<file path="config.mk">
export PLATFORM = sky130hd
export DESIGN_NAME = line_follow_pid_steering_flat
export DESIGN_NICKNAME = d
export VERILOG_FILES = /design/src/hdl/lfps_pkg.sv /design/src/hdl/lfps_if.sv /design/src/hdl/lfps_ctrl.sv /design/src/hdl/lfps_dp.sv /design/src/hdl/line_follow_pid_steering.sv /design/src/flat_wrapper.sv
export SDC_FILE = /design/constraint.sdc
export NUM_CORES = 1
export LEC_CHECK = 0
export ABC_CLOCK_PERIOD_IN_PS = 11100
export CAP_MARGIN = 20
export CORE_ASPECT_RATIO = 0.9
export CORE_MARGIN = 2
export CORE_UTILIZATION = 55
export CTS_CLUSTER_SIZE = 8
export DETAILED_ROUTE_END_ITERATION = 10
export DONT_BUFFER_PORTS = 1
export PLACE_DENSITY = 0.7
export SLEW_MARGIN = 40
export SYNTH_ARGS = -nofsm -noshare
export SYNTH_HDL_FRONTEND = slang
export SYNTH_HIERARCHICAL = 1
export SYNTH_SLANG_ARGS = --single-unit
</file>
<file path="constraint.sdc">
create_clock -name clk_i -period 11.1 [get_ports clk_i]
set_clock_uncertainty 0.1 [all_clocks]
set_input_delay 2.775 -clock clk_i [delete_from_list [all_inputs] [get_ports clk_i]]
set_output_delay 2.775 -clock clk_i [all_outputs]
set_load 0.05 [all_outputs]
</file>
<file path="src/hdl/lfps_pkg.sv">
// Shared types and constants of the line-follow steering controller.
`timescale 1ns / 1ps
package lfps_pkg;

  // Sensor array and field widths
  localparam int unsigned SENSOR_CNT = 9;
  localparam int unsigned COLOR_W    = 3;
  localparam int unsigned MODE_W     = 2;
  localparam int unsigned ERR_W      = 5;
  localparam int unsigned SERVO_W    = 7;
  localparam int unsigned ERR_MAX    = 8;

  // Hit count and index sum widths
  localparam int unsigned CNT_W = $clog2(SENSOR_CNT + 1);
  localparam int unsigned SUM_W = $clog2((SENSOR_CNT * (SENSOR_CNT - 1)) / 2 + 1);

  // Error history ring
  localparam int unsigned HIST_DEPTH = 8;
  localparam int unsigned PTR_W      = $clog2(HIST_DEPTH);
  localparam int unsigned HS_W       = $clog2((HIST_DEPTH - 1) * ERR_MAX + 1) + 1;

  // Near window around the newest error
  localparam int unsigned NEAR_WIN = 4;

  // Rounding divider: quotient never exceeds ERR_MAX
  localparam int unsigned DIV_BITS = $clog2(ERR_MAX + 1);
  localparam int unsigned DBIT_W   = $clog2(DIV_BITS);
  localparam int unsigned DVD_W    = 8;
  localparam int unsigned DVS_W    = CNT_W + 1;

  // Control law, gains scaled by 100
  localparam int unsigned GAIN_PD     = 700;
  localparam int unsigned GAIN_I      = 2;
  localparam int unsigned DRIVE_LIMIT = 48;
  localparam int unsigned NUM_MAX     = GAIN_PD * 3 * ERR_MAX
                                      + GAIN_I * (HIST_DEPTH - 1) * ERR_MAX;
  localparam int unsigned NUM_W       = $clog2(NUM_MAX + 1) + 1;
  localparam int unsigned MAG_W       = NUM_W - 1;
  localparam int unsigned ED_W        = 6;

  // Scale by 1/100 as multiply by RECIP_K and shift by RECIP_SH; exact below SAT_MAG
  localparam int unsigned SAT_MAG  = (DRIVE_LIMIT + 1) * 100;
  localparam int unsigned SCL_W    = $clog2(SAT_MAG);
  localparam int unsigned RECIP_K  = 5243;
  localparam int unsigned RECIP_SH = 19;
  localparam int unsigned RPROD_W  = SCL_W + 13;
  localparam int unsigned DRV_W    = $clog2(DRIVE_LIMIT + 1);

  // Configuration port
  localparam int unsigned CFG_IDX_W  = 2;
  localparam int unsigned CFG_DATA_W = COLOR_W;
  localparam logic [CFG_IDX_W-1:0] CFG_LINE_COLOR = CFG_IDX_W'(0);
  localparam logic [CFG_IDX_W-1:0] CFG_CTRL_MODE  = CFG_IDX_W'(1);

  typedef enum logic [MODE_W-1:0] {
    MODE_P   = 2'd0,
    MODE_PI  = 2'd1,
    MODE_PD  = 2'd2,
    MODE_PID = 2'd3
  } mode_e;

  // Controller to datapath commands
  typedef struct packed {
    logic              start;
    logic              div_step;
    logic [DBIT_W-1:0] div_bit;
    logic              update;
    logic              calc;
    logic              scale;
    logic              load_out;
  } cmd_t;

  // Datapath to controller status
  typedef struct packed {
    logic out_free;
  } sts_t;

endpackage

</file>
<file path="src/hdl/lfps_if.sv">
// Handshake channels for sensor items and result items.
`timescale 1ns / 1ps
interface lfps_in_if;
  import lfps_pkg::*;

  logic               valid;
  logic               ready;
  logic [COLOR_W-1:0] sensor_color_0;
  logic [COLOR_W-1:0] sensor_color_1;
  logic [COLOR_W-1:0] sensor_color_2;
  logic [COLOR_W-1:0] sensor_color_3;
  logic [COLOR_W-1:0] sensor_color_4;
  logic [COLOR_W-1:0] sensor_color_5;
  logic [COLOR_W-1:0] sensor_color_6;
  logic [COLOR_W-1:0] sensor_color_7;
  logic [COLOR_W-1:0] sensor_color_8;

  modport source (
    output valid, sensor_color_0, sensor_color_1, sensor_color_2, sensor_color_3,
           sensor_color_4, sensor_color_5, sensor_color_6, sensor_color_7,
           sensor_color_8,
    input  ready
  );

  modport sink (
    input  valid, sensor_color_0, sensor_color_1, sensor_color_2, sensor_color_3,
           sensor_color_4, sensor_color_5, sensor_color_6, sensor_color_7,
           sensor_color_8,
    output ready
  );
endinterface

interface lfps_out_if;
  import lfps_pkg::*;

  logic                      valid;
  logic                      ready;
  logic signed [SERVO_W-1:0] servo_position;
  logic signed [ERR_W-1:0]   steering_error;
  logic                      line_found;

  modport source (
    output valid, servo_position, steering_error, line_found,
    input  ready
  );

  modport sink (
    input  valid, servo_position, steering_error, line_found,
    output ready
  );
endinterface

</file>
<file path="src/hdl/lfps_ctrl.sv">
// Sequencer of the steering controller: steps one item through the datapath.
`timescale 1ns / 1ps
module lfps_ctrl (
  input  logic           clk_i,
  input  logic           rst_ni,
  input  logic           in_valid_i,
  output logic           in_ready_o,
  input  lfps_pkg::sts_t sts_i,
  output lfps_pkg::cmd_t cmd_o
);
  import lfps_pkg::*;

  typedef enum logic [2:0] {
    S_IDLE,
    S_DIV,
    S_UPD,
    S_MUL,
    S_SCL,
    S_OUT
  } state_e;

  state_e            state_q;
  logic              in_ready_q;
  logic [DBIT_W-1:0] bit_q;

  // State and registered ready
  always_ff @(posedge clk_i or negedge rst_ni) begin
    if (!rst_ni) begin
      state_q    <= S_IDLE;
      in_ready_q <= 1'b1;
      bit_q      <= '0;
    end else begin
      unique case (state_q)
        S_IDLE: begin
          if (in_valid_i) begin
            state_q    <= S_DIV;
            in_ready_q <= 1'b0;
            bit_q      <= DBIT_W'(DIV_BITS - 1);
          end
        end
        S_DIV: begin
          if (bit_q == '0) begin
            state_q <= S_UPD;
          end else begin
            bit_q <= bit_q - 1'b1;
          end
        end
        S_UPD: state_q <= S_MUL;
        S_MUL: state_q <= S_SCL;
        S_SCL: state_q <= S_OUT;
        S_OUT: begin
          if (sts_i.out_free) begin
            state_q    <= S_IDLE;
            in_ready_q <= 1'b1;
          end
        end
        default: begin
          state_q    <= S_IDLE;
          in_ready_q <= 1'b1;
        end
      endcase
    end
  end

  assign in_ready_o = in_ready_q;

  // Command decode
  always_comb begin
    cmd_o          = '0;
    cmd_o.start    = in_valid_i && in_ready_q;
    cmd_o.div_step = (state_q == S_DIV);
    cmd_o.div_bit  = bit_q;
    cmd_o.update   = (state_q == S_UPD);
    cmd_o.calc     = (state_q == S_MUL);
    cmd_o.scale    = (state_q == S_SCL);
    cmd_o.load_out = (state_q == S_OUT) && sts_i.out_free;
  end

  a_start_to_div: assert property (@(posedge clk_i) disable iff (!rst_ni)
    cmd_o.start |=> state_q == S_DIV)
    else $error("accepted item did not start the divider");

  a_ready_idle: assert property (@(posedge clk_i) disable iff (!rst_ni)
    in_ready_q |-> state_q == S_IDLE)
    else $error("ready raised outside idle");

  a_hold_result: assert property (@(posedge clk_i) disable iff (!rst_ni)
    (state_q == S_OUT && !sts_i.out_free) |=> state_q == S_OUT)
    else $error("result dropped while output register busy");

endmodule

</file>
<file path="src/hdl/lfps_dp.sv">
// Datapath: hit test, rounding divider, error ring, PID law and output register.
`timescale 1ns / 1ps
module lfps_dp (
  input  logic                                                   clk_i,
  input  logic                                                   rst_ni,
  input  logic                                                   cfg_we_i,
  input  logic [lfps_pkg::CFG_IDX_W-1:0]                         cfg_idx_i,
  input  logic [lfps_pkg::CFG_DATA_W-1:0]                        cfg_data_i,
  input  logic [lfps_pkg::SENSOR_CNT-1:0][lfps_pkg::COLOR_W-1:0] color_i,
  input  lfps_pkg::cmd_t                                         cmd_i,
  output lfps_pkg::sts_t                                         sts_o,
  output logic                                                   out_valid_o,
  input  logic                                                   out_ready_i,
  output logic signed [lfps_pkg::SERVO_W-1:0]                    servo_o,
  output logic signed [lfps_pkg::ERR_W-1:0]                      err_o,
  output logic                                                   found_o
);
  import lfps_pkg::*;

  // Configuration registers
  logic [COLOR_W-1:0] line_color_q;
  mode_e              mode_q;

  // Ring state
  logic signed [ERR_W-1:0] hist_q [HIST_DEPTH];
  logic [PTR_W-1:0]        wp_q, op_q;
  logic                    seen_q;
  logic signed [ERR_W-1:0] last_q, prev_q;
  logic signed [HS_W-1:0]  hs_q;
  logic signed [ERR_W-1:0] rd_q;

  // Per-item working registers
  logic [DVD_W-1:0]        rem_q;
  logic [DVS_W-1:0]        dvs_q;
  logic [DIV_BITS-1:0]     quo_q;
  logic                    neg_q;
  logic                    found_q;
  logic signed [ERR_W-1:0] err_q;
  logic [MAG_W-1:0]        mag_q;
  logic                    dneg_q;
  logic [DRV_W-1:0]        drv_q;

  // Output register
  logic                      out_valid_q;
  logic signed [SERVO_W-1:0] servo_q;
  logic signed [ERR_W-1:0]   oerr_q;
  logic                      ofound_q;

  // Combinational nets
  logic                    check_near;
  logic signed [6:0]       last_w;
  logic [SENSOR_CNT-1:0]   hit;
  logic [CNT_W-1:0]        hit_cnt;
  logic [SUM_W-1:0]        idx_sum;
  logic signed [7:0]       n_w;
  logic [6:0]              n_mag;
  logic [DVD_W-1:0]        dvd_w;
  logic [DVD_W:0]          trial_w;
  logic signed [ERR_W-1:0] err_w;
  logic [PTR_W-1:0]        wp_nx, op_nx;
  logic                    drop_w;
  logic signed [ED_W-1:0]  ed_w;
  logic signed [NUM_W-1:0] numer_w;
  logic [RPROD_W-1:0]      rprod_w;

  // Configuration writes
  always_ff @(posedge clk_i or negedge rst_ni) begin
    if (!rst_ni) begin
      line_color_q <= '0;
      mode_q       <= MODE_PID;
    end else if (cfg_we_i) begin
      if (cfg_idx_i == CFG_LINE_COLOR) begin
        line_color_q <= cfg_data_i[COLOR_W-1:0];
      end else if (cfg_idx_i == CFG_CTRL_MODE) begin
        mode_q <= mode_e'(cfg_data_i[MODE_W-1:0]);
      end
    end
  end

  // Hit test against the newest error
  assign check_near = (wp_q != op_q) && seen_q;
  assign last_w     = 7'(last_q);

  always_comb begin
    for (int i = 0; i < SENSOR_CNT; i++) begin
      hit[i] = (color_i[i] == line_color_q) &&
               (!check_near ||
                ((7'(2 * i - 8) < last_w + $signed(7'(NEAR_WIN))) &&
                 (7'(2 * i - 8) > last_w - $signed(7'(NEAR_WIN)))));
    end
  end

  // Hit count and index sum
  always_comb begin
    hit_cnt = '0;
    idx_sum = '0;
    for (int i = 0; i < SENSOR_CNT; i++) begin
      if (hit[i]) begin
        hit_cnt = hit_cnt + 1'b1;
        idx_sum = idx_sum + SUM_W'(i);
      end
    end
  end

  // Rounded mean: (2|n| + H) / (2H)
  assign n_w   = $signed({1'b0, idx_sum, 1'b0}) - $signed({1'b0, hit_cnt, 3'b000});
  assign n_mag = 7'(n_w[7] ? -n_w : n_w);
  assign dvd_w = {n_mag, 1'b0} + DVD_W'(hit_cnt);

  // Restoring divider, one quotient bit per step
  assign trial_w = (DVD_W + 1)'(dvs_q) << cmd_i.div_bit;

  always_ff @(posedge clk_i) begin
    if (cmd_i.start) begin
      rem_q   <= dvd_w;
      dvs_q   <= {hit_cnt, 1'b0};
      quo_q   <= '0;
      neg_q   <= n_w[7];
      found_q <= |hit;
    end else if (cmd_i.div_step) begin
      if ((DVD_W + 1)'(rem_q) >= trial_w) begin
        rem_q                <= rem_q - trial_w[DVD_W-1:0];
        quo_q[cmd_i.div_bit] <= 1'b1;
      end
    end
  end

  // Error of this item
  always_comb begin
    if (found_q) begin
      err_w = neg_q ? -ERR_W'(quo_q) : ERR_W'(quo_q);
    end else if (wp_q == op_q) begin
      err_w = '0;
    end else begin
      err_w = last_q;
    end
  end

  assign wp_nx  = (wp_q == PTR_W'(HIST_DEPTH - 1)) ? '0 : wp_q + 1'b1;
  assign op_nx  = (op_q == PTR_W'(HIST_DEPTH - 1)) ? '0 : op_q + 1'b1;
  assign drop_w = (wp_nx == op_q);

  // History memory: push at update, oldest entry read at start
  always_ff @(posedge clk_i) begin
    if (cmd_i.update && found_q) begin
      hist_q[wp_q] <= err_w;
    end
    if (cmd_i.start) begin
      rd_q <= hist_q[op_q];
    end
  end

  // Ring pointers, running sum and newest two entries
  always_ff @(posedge clk_i or negedge rst_ni) begin
    if (!rst_ni) begin
      wp_q   <= '0;
      op_q   <= '0;
      seen_q <= 1'b0;
      last_q <= '0;
      prev_q <= '0;
      hs_q   <= '0;
    end else if (cmd_i.update) begin
      seen_q <= found_q;
      if (found_q) begin
        wp_q   <= wp_nx;
        last_q <= err_w;
        prev_q <= last_q;
        if (drop_w) begin
          op_q <= op_nx;
          hs_q <= hs_q + HS_W'(err_w) - HS_W'(rd_q);
        end else begin
          hs_q <= hs_q + HS_W'(err_w);
        end
      end
    end
  end

  // PID numerator
  always_comb begin
    ed_w = ED_W'(err_q);
    if (mode_q == MODE_PD || mode_q == MODE_PID) begin
      ed_w = ed_w + ED_W'(last_q) - ED_W'(prev_q);
    end
    numer_w = NUM_W'(ed_w) * $signed(NUM_W'(GAIN_PD));
    if (mode_q == MODE_PI || mode_q == MODE_PID) begin
      numer_w = numer_w + NUM_W'(hs_q) * $signed(NUM_W'(GAIN_I));
    end
  end

  // Scale by 1/100 through a reciprocal
  assign rprod_w = RPROD_W'(mag_q[SCL_W-1:0]) * RPROD_W'(RECIP_K);

  always_ff @(posedge clk_i) begin
    if (cmd_i.update) begin
      err_q <= err_w;
    end
    if (cmd_i.calc) begin
      dneg_q <= numer_w[NUM_W-1];
      mag_q  <= MAG_W'(numer_w[NUM_W-1] ? -numer_w : numer_w);
    end
    if (cmd_i.scale) begin
      if (mag_q >= MAG_W'(SAT_MAG)) begin
        drv_q <= DRV_W'(DRIVE_LIMIT);
      end else begin
        drv_q <= rprod_w[RECIP_SH +: DRV_W];
      end
    end
  end

  // Output register
  always_ff @(posedge clk_i or negedge rst_ni) begin
    if (!rst_ni) begin
      out_valid_q <= 1'b0;
    end else if (cmd_i.load_out) begin
      out_valid_q <= 1'b1;
    end else if (out_ready_i) begin
      out_valid_q <= 1'b0;
    end
  end

  always_ff @(posedge clk_i) begin
    if (cmd_i.load_out) begin
      servo_q  <= dneg_q ? -SERVO_W'(drv_q) : SERVO_W'(drv_q);
      oerr_q   <= err_q;
      ofound_q <= found_q;
    end
  end

  assign sts_o.out_free = !out_valid_q || out_ready_i;
  assign out_valid_o    = out_valid_q;
  assign servo_o        = servo_q;
  assign err_o          = oerr_q;
  assign found_o        = ofound_q;

  a_push_nonempty: assert property (@(posedge clk_i) disable iff (!rst_ni)
    (cmd_i.update && found_q) |=> wp_q != op_q)
    else $error("ring empty after a push");

  a_nohit_no_push: assert property (@(posedge clk_i) disable iff (!rst_ni)
    (cmd_i.update && !found_q) |=> $stable(wp_q) && $stable(hs_q))
    else $error("ring changed on an item without hits");

  a_servo_range: assert property (@(posedge clk_i) disable iff (!rst_ni)
    out_valid_q |-> (servo_q <= $signed(SERVO_W'(DRIVE_LIMIT))) &&
                    (servo_q >= -$signed(SERVO_W'(DRIVE_LIMIT))))
    else $error("servo value beyond saturation limit");

  a_err_range: assert property (@(posedge clk_i) disable iff (!rst_ni)
    out_valid_q |-> (oerr_q <= $signed(ERR_W'(ERR_MAX))) &&
                    (oerr_q >= -$signed(ERR_W'(ERR_MAX))))
    else $error("steering error out of range");

endmodule

</file>
<file path="src/hdl/line_follow_pid_steering.sv">
// Top level of the line-follow PID steering controller.
`timescale 1ns / 1ps
// Takes one item of nine sensor colour codes and returns one result item with
// the saturated servo value, the steering error and a line-found flag. Items are
// accepted only in the idle state; each accepted item then passes through the
// rounding divider for the mean sensor position (one quotient bit per step),
// error update, PID multiply, scaling by 1/100 and the output load before the
// next is taken. The output load waits while the previous result is still held,
// so a stalled receiver stalls the input. The result sits in an output register,
// so the next item is accepted while it waits. Configuration (line colour at
// index 0, controller mode at index 1) must be written through cfg_we_i only
// while no item is in flight; the block itself does not enforce this.
module line_follow_pid_steering (
  input  logic                            clk_i,
  input  logic                            rst_ni,
  input  logic                            cfg_we_i,
  input  logic [lfps_pkg::CFG_IDX_W-1:0]  cfg_idx_i,
  input  logic [lfps_pkg::CFG_DATA_W-1:0] cfg_data_i,
  lfps_in_if.sink                         in_i,
  lfps_out_if.source                      out_o
);
  import lfps_pkg::*;

  cmd_t                               cmd;
  sts_t                               sts;
  logic                               in_ready;
  logic [SENSOR_CNT-1:0][COLOR_W-1:0] color;

  // Gather sensor fields
  assign color[0] = in_i.sensor_color_0;
  assign color[1] = in_i.sensor_color_1;
  assign color[2] = in_i.sensor_color_2;
  assign color[3] = in_i.sensor_color_3;
  assign color[4] = in_i.sensor_color_4;
  assign color[5] = in_i.sensor_color_5;
  assign color[6] = in_i.sensor_color_6;
  assign color[7] = in_i.sensor_color_7;
  assign color[8] = in_i.sensor_color_8;

  assign in_i.ready = in_ready;

  lfps_ctrl u_ctrl (
    .clk_i      (clk_i),
    .rst_ni     (rst_ni),
    .in_valid_i (in_i.valid),
    .in_ready_o (in_ready),
    .sts_i      (sts),
    .cmd_o      (cmd)
  );

  lfps_dp u_dp (
    .clk_i       (clk_i),
    .rst_ni      (rst_ni),
    .cfg_we_i    (cfg_we_i),
    .cfg_idx_i   (cfg_idx_i),
    .cfg_data_i  (cfg_data_i),
    .color_i     (color),
    .cmd_i       (cmd),
    .sts_o       (sts),
    .out_valid_o (out_o.valid),
    .out_ready_i (out_o.ready),
    .servo_o     (out_o.servo_position),
    .err_o       (out_o.steering_error),
    .found_o     (out_o.line_found)
  );

endmodule
</file>
<file path="src/flat_wrapper.sv">
// flat-port wrapper written by rule: the top's interface ports become plain ports
module line_follow_pid_steering_flat import lfps_pkg::*;
  (clk_i, rst_ni, cfg_we_i, cfg_idx_i, cfg_data_i, in_i_valid, in_i_sensor_color_0, in_i_sensor_color_1, in_i_sensor_color_2, in_i_sensor_color_3, in_i_sensor_color_4, in_i_sensor_color_5, in_i_sensor_color_6, in_i_sensor_color_7, in_i_sensor_color_8, in_i_ready, out_o_valid, out_o_servo_position, out_o_steering_error, out_o_line_found, out_o_ready);
  lfps_in_if in_i_i ();
  lfps_out_if out_o_i ();
  input  logic clk_i;
  input  logic rst_ni;
  input  logic cfg_we_i;
  input  logic [lfps_pkg::CFG_IDX_W-1:0] cfg_idx_i;
  input  logic [lfps_pkg::CFG_DATA_W-1:0] cfg_data_i;
  input wire logic [$bits(in_i_i.valid)-1:0] in_i_valid;
  input wire logic [$bits(in_i_i.sensor_color_0)-1:0] in_i_sensor_color_0;
  input wire logic [$bits(in_i_i.sensor_color_1)-1:0] in_i_sensor_color_1;
  input wire logic [$bits(in_i_i.sensor_color_2)-1:0] in_i_sensor_color_2;
  input wire logic [$bits(in_i_i.sensor_color_3)-1:0] in_i_sensor_color_3;
  input wire logic [$bits(in_i_i.sensor_color_4)-1:0] in_i_sensor_color_4;
  input wire logic [$bits(in_i_i.sensor_color_5)-1:0] in_i_sensor_color_5;
  input wire logic [$bits(in_i_i.sensor_color_6)-1:0] in_i_sensor_color_6;
  input wire logic [$bits(in_i_i.sensor_color_7)-1:0] in_i_sensor_color_7;
  input wire logic [$bits(in_i_i.sensor_color_8)-1:0] in_i_sensor_color_8;
  output wire logic [$bits(in_i_i.ready)-1:0] in_i_ready;
  output wire logic [$bits(out_o_i.valid)-1:0] out_o_valid;
  output wire logic [$bits(out_o_i.servo_position)-1:0] out_o_servo_position;
  output wire logic [$bits(out_o_i.steering_error)-1:0] out_o_steering_error;
  output wire logic [$bits(out_o_i.line_found)-1:0] out_o_line_found;
  input wire logic [$bits(out_o_i.ready)-1:0] out_o_ready;
  assign in_i_i.valid = in_i_valid;
  assign in_i_i.sensor_color_0 = in_i_sensor_color_0;
  assign in_i_i.sensor_color_1 = in_i_sensor_color_1;
  assign in_i_i.sensor_color_2 = in_i_sensor_color_2;
  assign in_i_i.sensor_color_3 = in_i_sensor_color_3;
  assign in_i_i.sensor_color_4 = in_i_sensor_color_4;
  assign in_i_i.sensor_color_5 = in_i_sensor_color_5;
  assign in_i_i.sensor_color_6 = in_i_sensor_color_6;
  assign in_i_i.sensor_color_7 = in_i_sensor_color_7;
  assign in_i_i.sensor_color_8 = in_i_sensor_color_8;
  assign in_i_ready = in_i_i.ready;
  assign out_o_valid = out_o_i.valid;
  assign out_o_servo_position = out_o_i.servo_position;
  assign out_o_steering_error = out_o_i.steering_error;
  assign out_o_line_found = out_o_i.line_found;
  assign out_o_i.ready = out_o_ready;
  line_follow_pid_steering u_core (.clk_i(clk_i), .rst_ni(rst_ni), .cfg_we_i(cfg_we_i), .cfg_idx_i(cfg_idx_i), .cfg_data_i(cfg_data_i), .in_i(in_i_i), .out_o(out_o_i));
endmodule
</file>
==> impl_metrics.yaml <==
floorplanning:
  core_area_um2: 24320
  initial_core_util_pct: 56.30
  fp.dieArea_um2: 26180
  io_pins: 52
  die_w_um: 170.3
  placementRows: 54
  die_h_um: 153.7
drt:
  via_count: 9198
  drt_wl_total_mm: 25.99
  drtIter0Drc: 403
  remaining_drc_errors: 0
  dr.pass1.iters: 4
  routed_via_density: 5.571
  post_drt_wl_per_cell_um: 15.74
  ant_nets: 0
global_routing:
  busiest_layer: "met2"
  grt_max_degree: 37
  grt_util_all_layers_pct: 21.19
  grt_pass1_wl_mm: 44.45
  antenna_found_initial: 0
  use_met2_pct: 35.58
  gr-usage-met1_pct: 29.32
  grt_pass1_vias: 9136
  grtUsageMet3_pct: 3.063
  gr-total-overflow: 0
yosys:
  yosysWarnings: 6
  syn_inst: 1338
  synth-simple-area-share_pct: 10.21
  synth_seq_cells: 137
  synthArstFlopShare_pct: 26.28
  synth-compound-area-share_pct: 11.33
  synth_area_um2: 13690
  avgSynthCellArea_um2: 10.23
  synth_mux_area_share_pct: 5.043
  synth_nets: 1655
  synth_edf_count: 97
  ys_types: 84
  synth_top_family_by_area: "adder cells"
  ys_seq_area_share_pct: 28.46
  synth_xor_area_share_pct: 9.109
  synth_fa_ha_area_share_pct: 29.26
  synthFlopType: "edfxtp_1"
cells_and_area:
  n_antenna_cell: 0
  final_cell_mix: "ha_1 (213), inv_1 (194), edfxtp_1 (97)"
  final_nets: 1647
  multiInputGateArea_um2: 8947
  seq_area_um2: 3899
  final_common_cell: "ha_1"
  fin_util_pct: 60.20
  area_delta_synth_final_pct: 6.926
  nFillCells: 2008
  drive_gt1_share_pct: 9.084
timing:
  fin_crit_ns: 9.937
  setup_viol: 0
  rsz0062_at_grt: "false"
  max_slew_margin_pct: 47.03
  tightest_slew_ns: 0.7939
  fin_crit_sh_pct: 89.52
  setup_tns_ns: 0
  slew_viol_final: 0
  hold_violations: 0
  max_freq_ghz: 0.1006
clock_network:
  cts.clk_slew.worst_paths_ns: 0.07
  clk_latency_ns: 0.43
  cts_hold_buf: 0
  htreeDepth: 4
  post-cts-setup-buffers: 0
  numCtsBuffers: 17
  clock-root-buffer: "clkbuf_16"
  cts_resized: 0
  clk_path_buf_depth: 2
  cts_tree: "done"
  clock-sinks: 137
job:
  maxCapViolations: 0
worst_setup_path:
  critPathSlowestCell: "ha_1"
  r2r_start: "u_core/u_dp/last_q[2]"
  r2r_slack_ns: 1.56
  worst_ep_arrival_time_ns: 10.00
  crit_path_frequent_cell: "ha_1"
  path_max_fanout: 8
  cpPeakStageDelay_ns: 0.37
  setup.worst_path.start_class: "primary input"
  critPathKind: "primary input to flop"
  cp.required_ns: 11.17
  critPathCaptureType: "flop"
  rr_worst_depth: 38
  r2r-end: "u_core/u_dp/rem_q[7]"
min_path:
  hold_end: "u_core/u_dp/err_o[3]"
  hold_depth: 0
  hold_class: "flop to flop"
  hp-start: "u_core/u_dp/err_q[3]"
placement:
  port_buffers: 0
  dpl.hpwl_mm: 20.67
  gp_congestion: 0.8411
status:
  status: "finished clean"
## registers in the layout (all words and copies together) (netlist names), 3 cells and up
register                  count
u_core/u_dp/quo_q             4
u_core/u_dp/prev_q            5
u_core/u_ctrl/state_q         3
u_core/u_dp/wp_q              3
u_core/u_dp/dvs_q             4
u_core/u_dp/err_o             5
u_core/u_dp/rem_q             7
u_core/u_dp/err_q             5
u_core/u_dp/hs_q              7
u_core/u_dp/servo_o           7
u_core/u_dp/last_q            5
u_core/u_dp/line_color_q      3
u_core/u_dp/drv_q             6
u_core/u_dp/rd_q              5
u_core/u_dp/hist_q           40
u_core/u_dp/op_q              3
u_core/u_dp/mag_q            14
## stage by stage
| stage | instance area, um2 | hold slack [ns] | cells | setup slack, ns |
|---|---|---|---|---|
| 5_1_grt | 14640 | 0.3943 | 1651 | 0.5335 |
| 6_report | 14640 | 0.3829 | 1651 | 1.163 |
| 4_1_cts | 14630 | 0.3908 | 1651 | 1.176 |
| 2_1_floorplan | 13690 | 0.3244 | 1338 | 1.387 |
| 3_3_place_gp | 13990 | 0.3695 | 1619 | 0.9417 |
| 3_5_place_dp | 14010 | 0.3757 | 1619 | 0.7377 |
## cells by family after synthesis
| family | after synthesis |
|---|---|
| AO/OA/AOI/OAI | 228 |
| XOR/XNOR | 135 |
| adder cells (fa/ha/maj) | 280 |
| buffers and inverters | 230 |
| flip-flops | 137 |
| multiplexers | 53 |
| AND/OR/NAND/NOR | 275 |
## final cells by class
class                      count  share of cell area (%)
timing repair buffer           8                  0.4102
clock buffer                  17                   2.905
multi-input combinational    971                   61.10
tap                          308                   2.632
inverter                     195                   4.999
sequential                   137                   26.63
clock inverter                15                   1.324
## critical path, delay by kind of cell
family / cells / cell delay, ns
compound gates: 9 / 1.82
xor+xnor: 5 / 0.90
fa+ha+maj: 9 / 2.64
buf+inv: 4 / 0.34
mux: 3 / 0.87
simple gates: 5 / 0.64
## metal layers
| layer | share of wire [%] | wire [um] |
|---|---|---|
| met3 | 3.0 | 780 |
| met2 | 49 | 12610 |
| met5 | 0 | 0 |
| met4 | 1.1 | 291 |
| met1 | 47 | 12310 |
## cells in the mapped netlist, types with 10 or more instances
| cell type | count | share of area (%) |
|---|---|---|
| clkbuf_1 | 20 | 0.55 |
| edfxtp_1 | 97 | 21 |
| o21ai_0 | 41 | 1.5 |
| fa_1 | 67 | 9.8 |
| and3_1 | 11 | 0.50 |
| xnor2_1 | 80 | 5.1 |
| inv_1 | 194 | 5.3 |
| nor2_1 | 63 | 1.7 |
| o31ai_1 | 12 | 0.66 |
| nand2_1 | 73 | 2.0 |
| a21oi_1 | 60 | 2.2 |
| a31oi_1 | 18 | 0.82 |
| a21o_1 | 30 | 1.6 |
| mux2_2 | 28 | 2.3 |
| xor2_1 | 49 | 3.1 |
| ha_1 | 213 | 19 |
| mux4_2 | 10 | 1.6 |
| nor2b_1 | 15 | 0.69 |
| and2_1 | 13 | 0.59 |
| nand3_1 | 16 | 0.58 |
| buf_2 | 11 | 0.40 |
| nand2b_1 | 17 | 0.78 |
| mux2i_1 | 15 | 1.1 |
| nor3_1 | 21 | 0.77 |
| dfrtp_1 | 33 | 6.0 |
## worst max path at each step
stage,end,start,cells past startpoint
6_report,u_core/u_dp/rem_q[7],in_i_sensor_color_1[2],35
5_1_grt,u_core/u_dp/rem_q[7],in_i_sensor_color_1[2],35
4_1_cts,u_core/u_dp/rem_q[7],in_i_sensor_color_1[2],35
3_5_place_dp,u_core/u_dp/rem_q[7],in_i_sensor_color_1[2],35
3_3_place_gp,u_core/u_dp/rem_q[7],in_i_sensor_color_1[2],35
2_1_floorplan,u_core/u_dp/rem_q[7],in_i_sensor_color_1[2],35
Power is left out: the tool's default activity adds up to more than one toggle a clock period on the data nets, which glitch-free logic cannot reach.
